==> src/hw/rtl/tlse_ram.sv <==
// Generic single-write, single-read RAM with registered read data.
// No dependencies; used for the tape and the loop stack.
module tlse_ram #(
    parameter int WIDTH = 8,
    parameter int DEPTH = 256,
    localparam int ADDR_W = (DEPTH > 1) ? $clog2(DEPTH) : 1
) (
    input  logic              aclk,
    input  logic              we,
    input  logic [ADDR_W-1:0] waddr,
    input  logic [WIDTH-1:0]  wdata,
    input  logic [ADDR_W-1:0] raddr,
    output logic [WIDTH-1:0]  rdata
);

    logic [WIDTH-1:0] mem [DEPTH];

    always_ff @(posedge aclk) begin
        if (we) begin
            mem[waddr] <= wdata;
        end
        rdata <= mem[raddr];
    end

endmodule

==> config.mk <==
export PLATFORM = sky130hd
export DESIGN_NAME = tlse_ram
export DESIGN_NICKNAME = d
export VERILOG_FILES = /design/src/hw/rtl/tlse_ram.sv
export SDC_FILE = /design/constraint.sdc
export NUM_CORES = 2
export LEC_CHECK = 0
export ABC_AREA = 0
export BUFFER_PORTS_ARGS = -buffer_cell sky130_fd_sc_hd__buf_2
export CAP_MARGIN = 25
export CORE_MARGIN = 2
export CORE_UTILIZATION = 55
export DETAILED_ROUTE_END_ITERATION = 8
export PLACE_DENSITY = 0.79
export SYNTH_ARGS = -nofsm -noshare
export SYNTH_HDL_FRONTEND = slang
export SYNTH_SLANG_ARGS = --single-unit
==> constraint.sdc <==
create_clock -name aclk -period 5.8 [get_ports aclk]
set_input_delay 1.16 -clock aclk [delete_from_list [all_inputs] [get_ports aclk]]
set_output_delay 1.16 -clock aclk [all_outputs]
set_load 0.02 [all_outputs]
======== Yosys cells after proc, flatten, opt, wreduce, memory -nomap -nowiden ========
Memory sizes are Yosys's and may differ from the RTL's. A register that Yosys moved wholly into a read port is not among the register bits.
Index checks and enable logic that the tools add are counted.
operators by class
  add/subtract/negate cells ............... 0
  $mul .................................... 0
  div/mod/pow operators ................... 0
  magnitude comparators ................... 0
  eq/ne operators ......................... 0
  shift operators ......................... 0
  muxes and demuxes ....................... 2
  bitwise gates (word level) .............. 0
  reduce and logical (&&, ||, !) cells .... 0
operators by type and width
  cell               count
  two-way mux 1 bit  2
storage, ports and cells
  flip-flop bits (word level) ............. 0
  latch bits .............................. 0
  memory bits (writable) .................. 2,048
  bits in read-only memories .............. 0
  bits of input ports ..................... 26
  output and inout port bits .............. 8
  word-level logic and storage cells ...... 3
  memories kept ........................... 1
memory list
  memory  words  width  read ports  clocked after memory_dff  wr ports  RTL line  text
  mem     256    8      1           1                         1         16        logic [WIDTH-1:0] mem [DEPTH];

======== Depth between registers and ports, before layout ========
  depth in word-level cells ............... 2
  depth in mapped cells ................... 11
  depth with buffers taken out ............ 6

======== Worst setup path after synthesis ========
OpenSTA, ideal clock, no wires.
  path type ............................... in2reg
  start ................................... input raddr[0]
  end ..................................... register rdata[2] (read register of mem)
  library setup time ...................... 0.131 ns
  arrival time ............................ 2.967 ns
  required time ........................... 5.669 ns
  path slack .............................. 2.702 ns
  stages on the path ...................... 9
  path buffers ............................ 4
  path through ............................ buf_6 -> buf_12 -> buf_8 -> buf_2 -> mux4_2 -> a22oi_1 -> a21oi_1 -> nor4_1 -> nor4_2
RTL lines
  what             RTL line  text
  start, declared  12        input logic [ADDR_W-1:0] raddr,
  end, declared    13        output logic [WIDTH-1:0] rdata

==> results.toml <==
[worst_setup_path]
critPathLaunch = "raddr[1]"
reg2reg_slack_ps = 2950
critical_path_depth = 8
slowest_delay_ps = 730
rr_startpoint = "mem[82][3]"
crit_end = "rdata[3]"
crit_path_top_delay_cell = "nor3_1"
critPathKind = "in -> reg"
endpoint_kind = "flop"
reg2reg_depth = 6
critPathBufInv = 2
arrival_ps = 4700
crit_family = "buffers and inverters"
cp_cell_sequence = "buf_8 > buf_12 > mux4_2 > a22o_1 > a221oi_1 > o32ai_1 > nor3_1 > nor4_1"
reg2reg_to = "rdata[3]"
start_kind = "input port"
required_ps = 6460
crit_fanout = 92

[layout]
area_growth_syn_to_layout_pct = 10.7
drive_gt1_frac = 0.219
layout.nets = 3856
fin_cells = 5895
fillerInstances = 9335

[timing]
worst_slew_pin_slew_ps = 1190
hold_viol = 0
tns_ps = 0
drv_slew = 0
whs_ps = 881
fin_skew_ps = 35.4
fmax_mhz = 248
fin_crit_ps = 4030
fin_ws_ps = 1770
post-route-period-util = 0.695
rsz0062_at_grt = "no"
slew_headroom = 0.208
setup_viol = 0

[global_route]
grt_start_max_net_pins = 190
grt_usage = 0.265
grt_pass1_vias = 39600
antenna_found_initial = 10
grt_pass1_wl_um = 280000
overflow = 0

[logic_synthesis]
yosysTopAreaCellShare = 0.773
ys_warn_count = 0
synthTopCellsByCount = "edfxtp_1, mux4_2, nor2_1, mux2i_1, a22oi_1"
yosysMostFrequentCell = "edfxtp_1"
synth_top_flop_cell = "edfxtp_1"
synth_cell_types = 55
syn_nets = 3759
synth_edf_count = 2048
yosys_register_bits = 2056
synthArstFlopShare = 0
ys_top_cells_by_area = "edfxtp_1, mux4_2, mux2i_1"
yosysSeqAreaShare = 0.775
synth_cells = 3733
syn_avg_cell_area_sq_um = 21.3
synth_area_leader_cell = "edfxtp_1"
synth.cell_area_sq_mm = 0.0796

[place]
routabilityCongestion = 0.884
port_buffers = 33
dp_slack_ps = 1150
placed_cells = 5539
hpwl_um = 113000

[clocking]
cts_buffer_depth = 3
clockRootBuffer = "clkbuf_16"
clk_latency_ps = 840
cts_buffers = 191
ctsResizeCount = 0
ctsHoldBuffers = 0
cts_setup_buffers = 0
path_clk_slew_ps = 60
cts_sinks = 2056
cts_tree = "yes"
htree_num_levels = 4

[power_and_ir_drop]
vdd_drop_max_uv = 436
intPower_mw = 23.9
power_frac_seq = 0.540
leakage_nw = 27.0
switchingPower_mw = 6.48
p_sw_frac = 0.213
p_comb_frac = 0.048
clkPwrFrac = 0.412
power_density_mw_per_mm2 = 346

[drt]
routed_via_density = 6.79
drt-total-wl_um = 194000
first_pass_iters = 9
top_layer = "met5"
wl_per_cell_um = 33.0
num_vias = 40000
antenna_left = 0
drt-met1-wl_um = 69300
wl_met2_um = 93700
route.met3.wl_um = 23300
drt-initial-drc-count = 6461
post-route-drc-count = 4

[floorplan]
die_h_um = 384
ioPinCount = 34
fp-row-count = 139
start_util = 0.554
die_w_um = 384
dieArea_sq_mm = 0.148
core_sq_mm = 0.144

[flow_run]
max_cap_violations = 0

[worst_hold_path]
hp-class = "in -> reg"

[status]
violations = "design-rule violations"
outcome = "finished with violations"
-- stage by stage --
step                cell area (sq um)  power [mW]  utilization
floorplan                       79600        17.5            -
global placement                81800        18.1        0.569
detailed placement              81800        18.2        0.569
CTS                             88000        30.5        0.613
global route                    88000        31.1        0.613
finish                          88000        30.4        0.613
-- placed cells by master (no fill, tap or decap), types with 28 or more instances in the layout --
cell	n
clkbuf_1	51
clkinv_1	40
nand3_1	34
o221ai_1	46
a22oi_1	133
mux2i_1	134
mux4_2	454
clkbuf_16	193
nor2_1	279
buf_4	84
nand2_1	32
a21oi_1	96
nor2b_1	28
o22ai_1	28
edfxtp_1	2048
-- final cells by class --
cell class,count,area [sq um],share of cell area
flip-flops and latches,2056,61700,0.700
multi-input cells,1442,16500,0.187
clock buffers,247,5050,0.0574
well taps,1903,2380,0.0270
repair buffers,137,1260,0.0143
clock inverters,104,1170,0.0133
diodes,4,10.0,0.000114
inverters,2,7.51,0.0000853
-- flip-flops by register name, indices dropped and copies added, names as in the netlist --
| name | cells |
|---|---|
| mem | 2048 |
| rdata | 8 |
-- worst min path at each step --
stage | start | end | slack, ps | cells past startpoint
finish | wdata[0] | mem[152][0] | 880 | 1
global placement | mem[32][5] | rdata[5] | 990 | 6
global route | wdata[0] | mem[154][0] | 890 | 1
floorplan | mem[40][3] | rdata[3] | 770 | 6
detailed placement | mem[32][5] | rdata[5] | 960 | 6
CTS | wdata[0] | mem[152][0] | 850 | 1
-- power groups by stage --
| stage | Clock, mW | Sequential [mW] | Combinational, mW |
|---|---|---|---|
| after CTS | 12.6 | 16.4 | 1.44 |
| after global routing | 13.1 | 16.4 | 1.52 |
| after floorplan | 0 | 16.7 | 0.796 |
| after global placement | 0 | 16.7 | 1.39 |
| final | 12.5 | 16.4 | 1.46 |
| after detailed placement | 0 | 16.7 | 1.43 |
-- worst register-to-register path: stages (launching register included) --
cell,delay (ps)
edfxtp_1,380
mux4_2,500
a22o_1,250
a221oi_1,440
o32ai_1,190
nor3_1,730
nor4_1,190
-- metal layers --
metal,global-route usage,up-vias
met1,0.362,20800
li1,-,15900
met3,0.0658,473
met4,0.0991,10
met2,0.420,2860
met5,0,-
-- cells by family after synthesis --
group / Yosys count / synth area share
mux: 591 / 0.146
flops: 2056 / 0.775
simple gates: 466 / 0.0263
buf+inv: 235 / 0.0183
compound gates: 385 / 0.0342
Power figures use the tool's default switching activity.
